$ cat src/hdl/bmsh_pkg.sv
// Shared types and constants for the battery monitor core.
// Holds the register map and reset defaults, the config, command and status structs, and datapath widths.
// No dependencies.
package bmsh_pkg;

   localparam int MV_W      = 16;
   localparam int RATIO_W   = 5;
   localparam int MARGIN_W  = 12;
   localparam int PCT_W     = 7;
   localparam int FACTOR_W  = 17;
   localparam int DIV_STEPS = 7;
   localparam int DIV_CNT_W = 3;
   localparam int NUM_W     = MV_W + PCT_W;
   localparam int DEN_SH_W  = MV_W + DIV_STEPS - 1;

   localparam int unsigned VREF_MV  = 3300;
   localparam int unsigned PCT_FULL = 100;

   localparam int ADDR_W = 5;
   localparam int DATA_W = 32;
   localparam int IDX_W  = 3;

   localparam logic [IDX_W-1:0] REG_EMPTY_MV    = 3'd0;
   localparam logic [IDX_W-1:0] REG_WARN_MV     = 3'd1;
   localparam logic [IDX_W-1:0] REG_FULL_MV     = 3'd2;
   localparam logic [IDX_W-1:0] REG_DIV_RATIO   = 3'd3;
   localparam logic [IDX_W-1:0] REG_MARGIN_MV   = 3'd4;
   localparam logic [IDX_W-1:0] REG_INTERVAL    = 3'd5;

   localparam logic [MV_W-1:0]     RST_EMPTY_MV  = 16'd3300;
   localparam logic [MV_W-1:0]     RST_WARN_MV   = 16'd3500;
   localparam logic [MV_W-1:0]     RST_FULL_MV   = 16'd4200;
   localparam logic [RATIO_W-1:0]  RST_DIV_RATIO = 5'd3;
   localparam logic [MARGIN_W-1:0] RST_MARGIN_MV = 12'd200;
   localparam logic [MV_W-1:0]     RST_INTERVAL  = 16'd1000;

   typedef struct packed {
      logic [MV_W-1:0]     empty_mv;
      logic [MV_W-1:0]     warn_mv;
      logic [MV_W-1:0]     full_mv;
      logic [RATIO_W-1:0]  divider_ratio;
      logic [MARGIN_W-1:0] recover_margin_mv;
      logic [MV_W-1:0]     interval_ticks;
   } cfg_type;

   typedef struct packed {
      logic load_in;
      logic calc_factor;
      logic calc_mv;
      logic update;
      logic pct_setup;
      logic div_step;
      logic load_out;
   } cmd_type;

   typedef struct packed {
      logic pct_clamped;
   } sts_type;

endpackage

$ cat src/hdl/bmsh_regs.sv
// Configuration register file behind the APB-style port.
// Depends on bmsh_pkg for the register map and cfg_type.
module bmsh_regs (
   input  logic                          clock,
   input  logic                          reset,
   input  logic                          csr_psel,
   input  logic                          csr_penable,
   input  logic                          csr_pwrite,
   input  logic [bmsh_pkg::ADDR_W-1:0]   csr_paddr,
   input  logic [bmsh_pkg::DATA_W-1:0]   csr_pwdata,
   output logic [bmsh_pkg::DATA_W-1:0]   csr_prdata,
   output logic                          csr_pready,
   output bmsh_pkg::cfg_type             cfg
);

   localparam int DW = bmsh_pkg::DATA_W;

   bmsh_pkg::cfg_type cfg_ff, cfg_in;
   logic [bmsh_pkg::IDX_W-1:0] idx;
   logic wr;

   assign idx        = csr_paddr[bmsh_pkg::ADDR_W-1:2];
   assign csr_pready = 1'b1;
   assign wr         = csr_psel & csr_penable & csr_pwrite;
   assign cfg        = cfg_ff;

   always_comb begin
      cfg_in = cfg_ff;
      if (wr) begin
         unique case (idx)
            bmsh_pkg::REG_EMPTY_MV:  cfg_in.empty_mv = csr_pwdata[bmsh_pkg::MV_W-1:0];
            bmsh_pkg::REG_WARN_MV:   cfg_in.warn_mv = csr_pwdata[bmsh_pkg::MV_W-1:0];
            bmsh_pkg::REG_FULL_MV:   cfg_in.full_mv = csr_pwdata[bmsh_pkg::MV_W-1:0];
            bmsh_pkg::REG_DIV_RATIO: cfg_in.divider_ratio = csr_pwdata[bmsh_pkg::RATIO_W-1:0];
            bmsh_pkg::REG_MARGIN_MV: begin
               cfg_in.recover_margin_mv = csr_pwdata[bmsh_pkg::MARGIN_W-1:0];
            end
            bmsh_pkg::REG_INTERVAL:  cfg_in.interval_ticks = csr_pwdata[bmsh_pkg::MV_W-1:0];
            default: ;
         endcase
      end
   end

   always_comb begin
      unique case (idx)
         bmsh_pkg::REG_EMPTY_MV:  csr_prdata = DW'(cfg_ff.empty_mv);
         bmsh_pkg::REG_WARN_MV:   csr_prdata = DW'(cfg_ff.warn_mv);
         bmsh_pkg::REG_FULL_MV:   csr_prdata = DW'(cfg_ff.full_mv);
         bmsh_pkg::REG_DIV_RATIO: csr_prdata = DW'(cfg_ff.divider_ratio);
         bmsh_pkg::REG_MARGIN_MV: csr_prdata = DW'(cfg_ff.recover_margin_mv);
         bmsh_pkg::REG_INTERVAL:  csr_prdata = DW'(cfg_ff.interval_ticks);
         default:                 csr_prdata = '0;
      endcase
   end

   always_ff @(posedge clock) begin
      if (reset) begin
         cfg_ff.empty_mv          <= bmsh_pkg::RST_EMPTY_MV;
         cfg_ff.warn_mv           <= bmsh_pkg::RST_WARN_MV;
         cfg_ff.full_mv           <= bmsh_pkg::RST_FULL_MV;
         cfg_ff.divider_ratio     <= bmsh_pkg::RST_DIV_RATIO;
         cfg_ff.recover_margin_mv <= bmsh_pkg::RST_MARGIN_MV;
         cfg_ff.interval_ticks    <= bmsh_pkg::RST_INTERVAL;
      end else begin
         cfg_ff <= cfg_in;
      end
   end

endmodule

$ cat src/hdl/bmsh_ctrl.sv
// Sequencing state machine for the battery monitor core.
// Issues datapath commands per transaction and owns both handshakes; depends on bmsh_pkg.
module bmsh_ctrl (
   input  logic              clock,
   input  logic              reset,
   input  logic              req_valid,
   output logic              req_stall,
   output logic              rsp_valid,
   input  logic              rsp_stall,
   input  bmsh_pkg::sts_type sts,
   output bmsh_pkg::cmd_type cmd
);

   localparam logic [2:0] ST_IDLE   = 3'd0;
   localparam logic [2:0] ST_FACTOR = 3'd1;
   localparam logic [2:0] ST_SCALE  = 3'd2;
   localparam logic [2:0] ST_UPDATE = 3'd3;
   localparam logic [2:0] ST_PCT    = 3'd4;
   localparam logic [2:0] ST_DIV    = 3'd5;
   localparam logic [2:0] ST_OUT    = 3'd6;

   localparam logic [bmsh_pkg::DIV_CNT_W-1:0] DIV_LAST =
      bmsh_pkg::DIV_CNT_W'(bmsh_pkg::DIV_STEPS - 1);

   logic [2:0] state_ff, state_in;
   logic [bmsh_pkg::DIV_CNT_W-1:0] div_cnt_ff, div_cnt_in;
   logic rsp_valid_ff, rsp_valid_in;

   assign req_stall = (state_ff != ST_IDLE);
   assign rsp_valid = rsp_valid_ff;

   always_comb begin
      state_in     = state_ff;
      div_cnt_in   = div_cnt_ff;
      rsp_valid_in = rsp_valid_ff;
      cmd          = '0;
      if (rsp_valid_ff && !rsp_stall) begin
         rsp_valid_in = 1'b0;
      end
      unique case (state_ff)
         ST_IDLE: begin
            if (req_valid) begin
               cmd.load_in = 1'b1;
               state_in    = ST_FACTOR;
            end
         end
         ST_FACTOR: begin
            cmd.calc_factor = 1'b1;
            state_in        = ST_SCALE;
         end
         ST_SCALE: begin
            cmd.calc_mv = 1'b1;
            state_in    = ST_UPDATE;
         end
         ST_UPDATE: begin
            cmd.update = 1'b1;
            state_in   = ST_PCT;
         end
         ST_PCT: begin
            cmd.pct_setup = 1'b1;
            div_cnt_in    = '0;
            state_in      = sts.pct_clamped ? ST_OUT : ST_DIV;
         end
         ST_DIV: begin
            cmd.div_step = 1'b1;
            if (div_cnt_ff == DIV_LAST) begin
               state_in = ST_OUT;
            end else begin
               div_cnt_in = div_cnt_ff + 1'b1;
            end
         end
         ST_OUT: begin
            if (!rsp_valid_ff || !rsp_stall) begin
               cmd.load_out = 1'b1;
               rsp_valid_in = 1'b1;
               state_in     = ST_IDLE;
            end
         end
         default: state_in = ST_IDLE;
      endcase
   end

   always_ff @(posedge clock) begin
      if (reset) begin
         state_ff     <= ST_IDLE;
         div_cnt_ff   <= '0;
         rsp_valid_ff <= 1'b0;
      end else begin
         state_ff     <= state_in;
         div_cnt_ff   <= div_cnt_in;
         rsp_valid_ff <= rsp_valid_in;
      end
   end

   assert property (@(posedge clock) disable iff (reset)
      cmd.load_out |-> (!rsp_valid_ff || !rsp_stall))
      else $error("result loaded over a pending transaction");

   assert property (@(posedge clock) disable iff (reset)
      (state_ff == ST_DIV) |-> (div_cnt_ff <= DIV_LAST))
      else $error("divide step count out of range");

   assert property (@(posedge clock) disable iff (reset)
      (req_valid && !req_stall) |=> (state_ff == ST_FACTOR))
      else $error("accepted transaction did not start processing");

endmodule

$ cat src/hdl/bmsh_datapath.sv
// Datapath: scaling, smoothing, hysteresis flags, iterative percent divide, result register.
// Driven by bmsh_ctrl commands; depends on bmsh_pkg.
module bmsh_datapath #(
   parameter int SAMPLE_BITS = 12
) (
   input  logic                            clock,
   input  logic                            reset,
   input  bmsh_pkg::cfg_type               cfg,
   input  bmsh_pkg::cmd_type               cmd,
   output bmsh_pkg::sts_type               sts,
   input  logic [SAMPLE_BITS-1:0]          req_adc_raw,
   output logic                            rsp_sampled,
   output logic [bmsh_pkg::MV_W-1:0]       rsp_smoothed_mv,
   output logic [bmsh_pkg::PCT_W-1:0]      rsp_percent,
   output logic                            rsp_low_battery,
   output logic                            rsp_rf_allowed,
   output logic                            rsp_rf_cut_now
);

   localparam int MV_W   = bmsh_pkg::MV_W;
   localparam int FW     = bmsh_pkg::FACTOR_W;
   localparam int PCT_W  = bmsh_pkg::PCT_W;
   localparam int NUM_W  = bmsh_pkg::NUM_W;
   localparam int DSH_W  = bmsh_pkg::DEN_SH_W;
   localparam int PROD_W = SAMPLE_BITS + FW;

   logic [SAMPLE_BITS-1:0] raw_ff;
   logic [FW-1:0]          factor_ff;
   logic [MV_W-1:0]        mv_ff;
   logic [MV_W-1:0]        smoothed_ff, smoothed_in;
   logic [MV_W-1:0]        tick_ff, tick_in;
   logic                   seeded_ff, seeded_in;
   logic                   low_ff, low_in;
   logic                   rf_cut_ff, rf_cut_in;
   logic                   sampled_ff, sampled_in;
   logic                   cut_now_ff, cut_now_in;
   logic [NUM_W-1:0]       rem_ff;
   logic [DSH_W-1:0]       den_sh_ff;
   logic [PCT_W-1:0]       pct_ff;

   logic                   rsp_sampled_ff, rsp_low_ff, rsp_rf_allowed_ff, rsp_cut_now_ff;
   logic [MV_W-1:0]        rsp_smoothed_ff;
   logic [PCT_W-1:0]       rsp_percent_ff;

   logic [PROD_W-1:0]      product;
   logic [FW-1:0]          scaled;
   logic [MV_W-1:0]        mv_sat;
   logic [MV_W+2:0]        ema_sum;
   logic [MV_W-1:0]        ema;
   logic [MV_W-1:0]        elapsed;
   logic [MV_W:0]          release_lvl;
   logic                   set_low, low_a, rf_a, clear_low;
   logic                   at_full, at_empty;
   logic [MV_W-1:0]        diff, den;
   logic                   rem_ge;

   assign product = PROD_W'(raw_ff) * PROD_W'(factor_ff);
   assign scaled  = product[PROD_W-1:SAMPLE_BITS];
   assign mv_sat  = (scaled[FW-1:MV_W] != '0) ? '1 : scaled[MV_W-1:0];

   assign ema_sum = {smoothed_ff, 3'b000} - (MV_W+3)'(smoothed_ff) + (MV_W+3)'(mv_ff);
   assign ema     = ema_sum[MV_W+2:3];
   assign elapsed = (&tick_ff) ? tick_ff : tick_ff + 1'b1;
   assign release_lvl = (MV_W+1)'(cfg.warn_mv) + (MV_W+1)'(cfg.recover_margin_mv);

   assign set_low   = (ema < cfg.empty_mv);
   assign low_a     = low_ff | set_low;
   assign rf_a      = rf_cut_ff | set_low;
   assign clear_low = low_a && ((MV_W+1)'(ema) > release_lvl);

   always_comb begin
      smoothed_in = smoothed_ff;
      tick_in     = tick_ff;
      seeded_in   = seeded_ff;
      low_in      = low_ff;
      rf_cut_in   = rf_cut_ff;
      sampled_in  = 1'b0;
      cut_now_in  = 1'b0;
      if (!seeded_ff) begin
         smoothed_in = mv_ff;
         tick_in     = '0;
         seeded_in   = 1'b1;
         sampled_in  = 1'b1;
      end else if (elapsed >= cfg.interval_ticks) begin
         tick_in     = '0;
         sampled_in  = 1'b1;
         smoothed_in = ema;
         cut_now_in  = set_low & ~rf_cut_ff;
         low_in      = low_a & ~clear_low;
         rf_cut_in   = rf_a & ~clear_low;
      end else begin
         tick_in = elapsed;
      end
   end

   assign at_full  = (smoothed_ff >= cfg.full_mv);
   assign at_empty = (smoothed_ff <= cfg.empty_mv);
   assign diff     = smoothed_ff - cfg.empty_mv;
   assign den      = cfg.full_mv - cfg.empty_mv;
   assign rem_ge   = (rem_ff >= NUM_W'(den_sh_ff));
   assign sts.pct_clamped = at_full | at_empty;

   always_ff @(posedge clock) begin
      if (cmd.load_in) begin
         raw_ff <= req_adc_raw;
      end
      if (cmd.calc_factor) begin
         factor_ff <= FW'(cfg.divider_ratio) * FW'(bmsh_pkg::VREF_MV);
      end
      if (cmd.calc_mv) begin
         mv_ff <= mv_sat;
      end
      if (cmd.pct_setup) begin
         rem_ff    <= NUM_W'(diff) * NUM_W'(bmsh_pkg::PCT_FULL);
         den_sh_ff <= DSH_W'(den) << (bmsh_pkg::DIV_STEPS - 1);
         pct_ff    <= at_full ? PCT_W'(bmsh_pkg::PCT_FULL) : '0;
      end else if (cmd.div_step) begin
         if (rem_ge) begin
            rem_ff <= rem_ff - NUM_W'(den_sh_ff);
         end
         den_sh_ff <= den_sh_ff >> 1;
         pct_ff    <= {pct_ff[PCT_W-2:0], rem_ge};
      end
      if (cmd.load_out) begin
         rsp_sampled_ff    <= sampled_ff;
         rsp_smoothed_ff   <= smoothed_ff;
         rsp_percent_ff    <= pct_ff;
         rsp_low_ff        <= low_ff;
         rsp_rf_allowed_ff <= ~rf_cut_ff;
         rsp_cut_now_ff    <= cut_now_ff;
      end
   end

   always_ff @(posedge clock) begin
      if (reset) begin
         smoothed_ff <= '0;
         tick_ff     <= '0;
         seeded_ff   <= 1'b0;
         low_ff      <= 1'b0;
         rf_cut_ff   <= 1'b0;
         sampled_ff  <= 1'b0;
         cut_now_ff  <= 1'b0;
      end else if (cmd.update) begin
         smoothed_ff <= smoothed_in;
         tick_ff     <= tick_in;
         seeded_ff   <= seeded_in;
         low_ff      <= low_in;
         rf_cut_ff   <= rf_cut_in;
         sampled_ff  <= sampled_in;
         cut_now_ff  <= cut_now_in;
      end
   end

   assign rsp_sampled     = rsp_sampled_ff;
   assign rsp_smoothed_mv = rsp_smoothed_ff;
   assign rsp_percent     = rsp_percent_ff;
   assign rsp_low_battery = rsp_low_ff;
   assign rsp_rf_allowed  = rsp_rf_allowed_ff;
   assign rsp_rf_cut_now  = rsp_cut_now_ff;

   assert property (@(posedge clock) disable iff (reset)
      rf_cut_ff |-> low_ff)
      else $error("rf cut latched without low flag");

   assert property (@(posedge clock) disable iff (reset)
      !(&tick_ff))
      else $error("tick count held at saturation");

   assert property (@(posedge clock) disable iff (reset)
      cmd.load_out |-> (pct_ff <= PCT_W'(bmsh_pkg::PCT_FULL)))
      else $error("percent above full scale");

   assert property (@(posedge clock) disable iff (reset)
      cmd.update |=> seeded_ff)
      else $error("update left the monitor unseeded");

endmodule

$ cat src/hdl/battery_monitor_smooth_hysteresis_core.sv
// Battery monitor core: an accepted transaction passes the factor, scale, update, percent setup
// states, the 7-step restoring percent divide (skipped when the percent is clamped at 0 or 100)
// and the output state, which waits while a stalled result is pending, then loads the result
// register. One transaction at a time; the result register frees the input side.
// Reset is synchronous, active high: config registers reset to defaults and the monitor unseeds.
module battery_monitor_smooth_hysteresis_core #(
   parameter int SAMPLE_BITS = 12
) (
   input  logic                            clock,
   input  logic                            reset,
   input  logic                            req_valid,
   output logic                            req_stall,
   input  logic [SAMPLE_BITS-1:0]          req_adc_raw,
   output logic                            rsp_valid,
   input  logic                            rsp_stall,
   output logic                            rsp_sampled,
   output logic [bmsh_pkg::MV_W-1:0]       rsp_smoothed_mv,
   output logic [bmsh_pkg::PCT_W-1:0]      rsp_percent,
   output logic                            rsp_low_battery,
   output logic                            rsp_rf_allowed,
   output logic                            rsp_rf_cut_now,
   input  logic                            csr_psel,
   input  logic                            csr_penable,
   input  logic                            csr_pwrite,
   input  logic [bmsh_pkg::ADDR_W-1:0]     csr_paddr,
   input  logic [bmsh_pkg::DATA_W-1:0]     csr_pwdata,
   output logic [bmsh_pkg::DATA_W-1:0]     csr_prdata,
   output logic                            csr_pready
);

   bmsh_pkg::cfg_type cfg;
   bmsh_pkg::cmd_type cmd;
   bmsh_pkg::sts_type sts;

   bmsh_regs u_regs (
      .clock       (clock),
      .reset       (reset),
      .csr_psel    (csr_psel),
      .csr_penable (csr_penable),
      .csr_pwrite  (csr_pwrite),
      .csr_paddr   (csr_paddr),
      .csr_pwdata  (csr_pwdata),
      .csr_prdata  (csr_prdata),
      .csr_pready  (csr_pready),
      .cfg         (cfg)
   );

   bmsh_ctrl u_ctrl (
      .clock     (clock),
      .reset     (reset),
      .req_valid (req_valid),
      .req_stall (req_stall),
      .rsp_valid (rsp_valid),
      .rsp_stall (rsp_stall),
      .sts       (sts),
      .cmd       (cmd)
   );

   bmsh_datapath #(
      .SAMPLE_BITS (SAMPLE_BITS)
   ) u_datapath (
      .clock           (clock),
      .reset           (reset),
      .cfg             (cfg),
      .cmd             (cmd),
      .sts             (sts),
      .req_adc_raw     (req_adc_raw),
      .rsp_sampled     (rsp_sampled),
      .rsp_smoothed_mv (rsp_smoothed_mv),
      .rsp_percent     (rsp_percent),
      .rsp_low_battery (rsp_low_battery),
      .rsp_rf_allowed  (rsp_rf_allowed),
      .rsp_rf_cut_now  (rsp_rf_cut_now)
   );

endmodule

$ cat config.mk
export PLATFORM = sky130hd
export DESIGN_NAME = battery_monitor_smooth_hysteresis_core
export DESIGN_NICKNAME = d
export VERILOG_FILES = /design/src/hdl/bmsh_pkg.sv /design/src/hdl/bmsh_regs.sv /design/src/hdl/bmsh_ctrl.sv /design/src/hdl/bmsh_datapath.sv /design/src/hdl/battery_monitor_smooth_hysteresis_core.sv
export SDC_FILE = /design/constraint.sdc
export NUM_CORES = 1
export LEC_CHECK = 0
export ABC_AREA = 1
export BUFFER_PORTS_ARGS = -buffer_cell sky130_fd_sc_hd__buf_4
export CORE_MARGIN = 3
export CORE_UTILIZATION = 60
export CTS_BUF_LIST = sky130_fd_sc_hd__clkbuf_8
export DETAILED_ROUTE_END_ITERATION = 16
export GPL_TIMING_DRIVEN = 0
export PLACE_DENSITY = 0.78
export SLEW_MARGIN = 20
export SYNTH_ARGS = -nofsm -noshare
export SYNTH_HDL_FRONTEND = slang
export SYNTH_SLANG_ARGS = --single-unit
$ cat constraint.sdc
create_clock -name clock -period 6.4 [get_ports clock]
set_input_delay 0 -clock clock [delete_from_list [all_inputs] [get_ports clock]]
set_output_delay 0 -clock clock [all_outputs]
set_load 0.05 [all_outputs]
==> flow_summary.yaml <==
synth:
  synth.distinct_cells: 63
  postSynthCellCount: 3064
  synth.area.top_cells: "ha_1 15%, edfxtp_1 14%, fa_1 14%, dfxtp_1 11%, inv_1 9.2%"
  synth_edf_count: 114
  synth_top_cell_area_share_pct: 15.0
  synth_top_area_cell: "ha_1"
  syn_avg_cell_area_um2: 7.83
  seq_area_frac_synth_pct: 25.4
  syn_area_mm2: 0.0240
  async_reset_ff_share_pct: 0
  ys_ff_latch: 247
  synth_warnings: 0
  synthFlopType: "dfxtp_1"
global_route:
  grt_max_degree: 25
  grt_pass1_vias: 21266
  grt_first_pass_wirelength_mm: 111
  overflow: 0
  antenna_found_initial: 0
  track_usage_pct: 33.0
clocking:
  cts_tree: "yes"
  cts-root-buf: "clkbuf_8"
  cts_resized: 0
  h-tree-depth: 2
  path_clk_slew_ns: 0.06
  clock_sinks: 247
  cts_buffer_depth: 3
  cts-buffers-inserted: 43
  clock_latency_ns: 0.62
job:
  drv_cap: 0
sta:
  final.min_clock_period_ns: 6.07
  rsz0062_at_grt: "no"
  worstMarginPinSlew_ns: 0.990
  finalHoldViolCount: 0
  fmax_mhz: 165
  relSlewSlack_pct: 33.9
  setup_viol: 0
  clock_skew_ns: 0.0276
  hold_slack_ns: 0.0654
  tns_ns: 0
  fin_crit_sh_pct: 94.8
  slew_violations: 0
worst_setup_path:
  worstSetupEndpointType: "flip-flop"
  critPathArrivalTime_ns: 6.42
  critPathKind: "flip-flop to flip-flop"
  ff2ff_path_depth: 20
  required_ns: 6.75
  path_max_fanout: 10
  cp-start-kind: "flip-flop"
cells_and_area:
  fin_util_pct: 68.1
  antenna_cells: 0
  fin_cells: 3794
  fin_nets: 3750
  area_delta_synth_final_pct: 10.9
  drive_gt1_share_pct: 6.99
hold_path:
  worstHoldPathCells: 5
  worstHoldPathType: "input pin to flip-flop"
drt:
  vias_per_cell: 5.69
  vias: 21606
  drc_errors: 0
  wl_mm: 69.4
  drt_first_pass_iters: 9
  drt_iter0_drc: 2187
  postRouteAntennaNets: 0
  avgRoutedWirePerCell_um: 18.3
placed_design:
  gp_congestion: 0.987
  dp_hpwl_mm: 55.7
  place.port_buffers: 81
  dp.cells: 3681
die:
  dieHeight_um: 206
  start_util_pct: 61.4
  core_area_mm2: 0.0391
  dieWidth_um: 206
  die_area_mm2: 0.0424
  pin_count: 118
  rows: 72
outcome:
  status: "complete, no violations"
[synthesized netlist by cell type (11+ instances only)]
master,n
a21oi_1,261
a221oi_1,11
a22oi_1,23
buf_4,17
clkbuf_1,66
dfxtp_1,133
edfxtp_1,114
fa_1,163
ha_1,288
inv_1,589
nand2_1,586
nand3_1,85
nand4_1,22
nor2_1,188
nor3_1,33
nor4_1,11
o21ai_0,212
xnor2_1,32
xor2_1,62
[worst max-delay path: stages, from the launching register on]
cell and delay, ns:
edfxtp_1 0.60, clkbuf_1 0.48, nand2_1 0.17, fa_1 0.53, inv_1 0.05, fa_1 0.54
fa_1 0.45, fa_1 0.55, inv_1 0.06, fa_1 0.58, inv_1 0.07, ha_1 0.35
a21oi_1 0.29, o21ai_0 0.19, a21oi_1 0.16, inv_1 0.05, a21oi_1 0.16, nand3_1 0.14
nand2_4 0.15, buf_6 0.16, nand2_1 0.10
[registers in the layout, indices dropped and copies added, names as in the netlist, 3 cells and up]
name and cells:
u_datapath.tick_ff 16, u_datapath.factor_ff 15, u_datapath.smoothed_ff 16, u_datapath.rsp_smoothed_mv 16, u_datapath.rsp_percent 7, u_datapath.rem_ff 23, u_datapath.raw_ff 12, u_ctrl.div_cnt_ff 3
u_ctrl.state_ff 3, u_datapath.pct_ff 7, u_regs.cfg 81, u_datapath.den_sh_ff 22, u_datapath.mv_ff 16
[cell type report]
type | instances | area, µm²
inverter | 600 | 2250
tap | 518 | 648
sequential | 247 | 6090
clock buffer | 48 | 661
clock inverter | 30 | 221
fill | 3244 | 12500
multi-input combinational | 2143 | 15300
timing repair buffer | 120 | 1030
buffer | 88 | 414
[metal layers]
layer	track usage [%]	wire (µm)	vias to the layer above
met5	0	0	-
met4	14.5	3400	0
met3	6.49	6230	208
met2	52.3	31200	1003
met1	44.2	28600	10116
li1	-	-	10279
[worst paths after layout]
| check | startpoint | end | slack, ns |
|---|---|---|---|
| min | csr_paddr[3] | u_regs.cfg[31] | 0.07 |
| max reg2reg | u_datapath.raw_ff[4] | u_datapath.mv_ff[1] | 0.33 |
| max | u_datapath.raw_ff[4] | u_datapath.mv_ff[1] | 0.33 |
| min reg2reg | u_datapath.cut_now_ff | u_datapath.rsp_rf_cut_now | 0.44 |
[cell usage in the layout (no fill, tap or decap), types with 8 or more instances in the layout]
cell           count
inv_2              9
o221ai_1          10
a21o_1             9
fa_1             163
nand4_1           22
and2_1            10
conb_1            17
nand2_1          586
a31oi_1            8
nor4_1            11
clkbuf_8          48
dlygate4sd3_1     36
clkbuf_1          65
o21ai_0          212
nor2_1           184
a21oi_1          261
o211ai_1           8
nand3_1           85
nor2_2             9
a221oi_1          11
a22oi_1           23
xor2_1            62
ha_1             288
buf_4             98
o21ai_2            8
xnor2_1           32
nor3_1            33
inv_1            599
edfxtp_1         114
o21a_1             9
dfxtp_1          133
[through the flow]
step	worst slack (ns)	cell area, µm²
2_1_floorplan	1.21	24000
3_3_place_gp	0.449	25300
3_5_place_dp	0.390	25400
4_1_cts	0.385	26600
5_1_grt	0.0400	26600
6_report	0.330	26600
[cell families (layout without fill, tap and decap cells)]
family	Yosys count	in the layout	share of synthesized area (%)
buffers and inverters	689	886	11.1
and+or+nand+nor	973	973	17.0
other	2	17	0.0313
adders and majority gates	451	451	28.6
xor gates and xnor gates	95	95	3.50
AOI/OAI and AO/OA	607	607	14.3
DFF	247	247	25.4
[timing repair]
| item | in CTS | in global routing |
|---|---|---|
| setup endpoints to repair | 0 | 1 |
| hold buffers | 36 | 0 |
| endpoints found under the hold margin | 113 | 0 |
| buffers inserted | 0 | 0 |
Power is left out: the tool's default activity adds up to more than one toggle a clock period on the data nets, which glitch-free logic cannot reach.
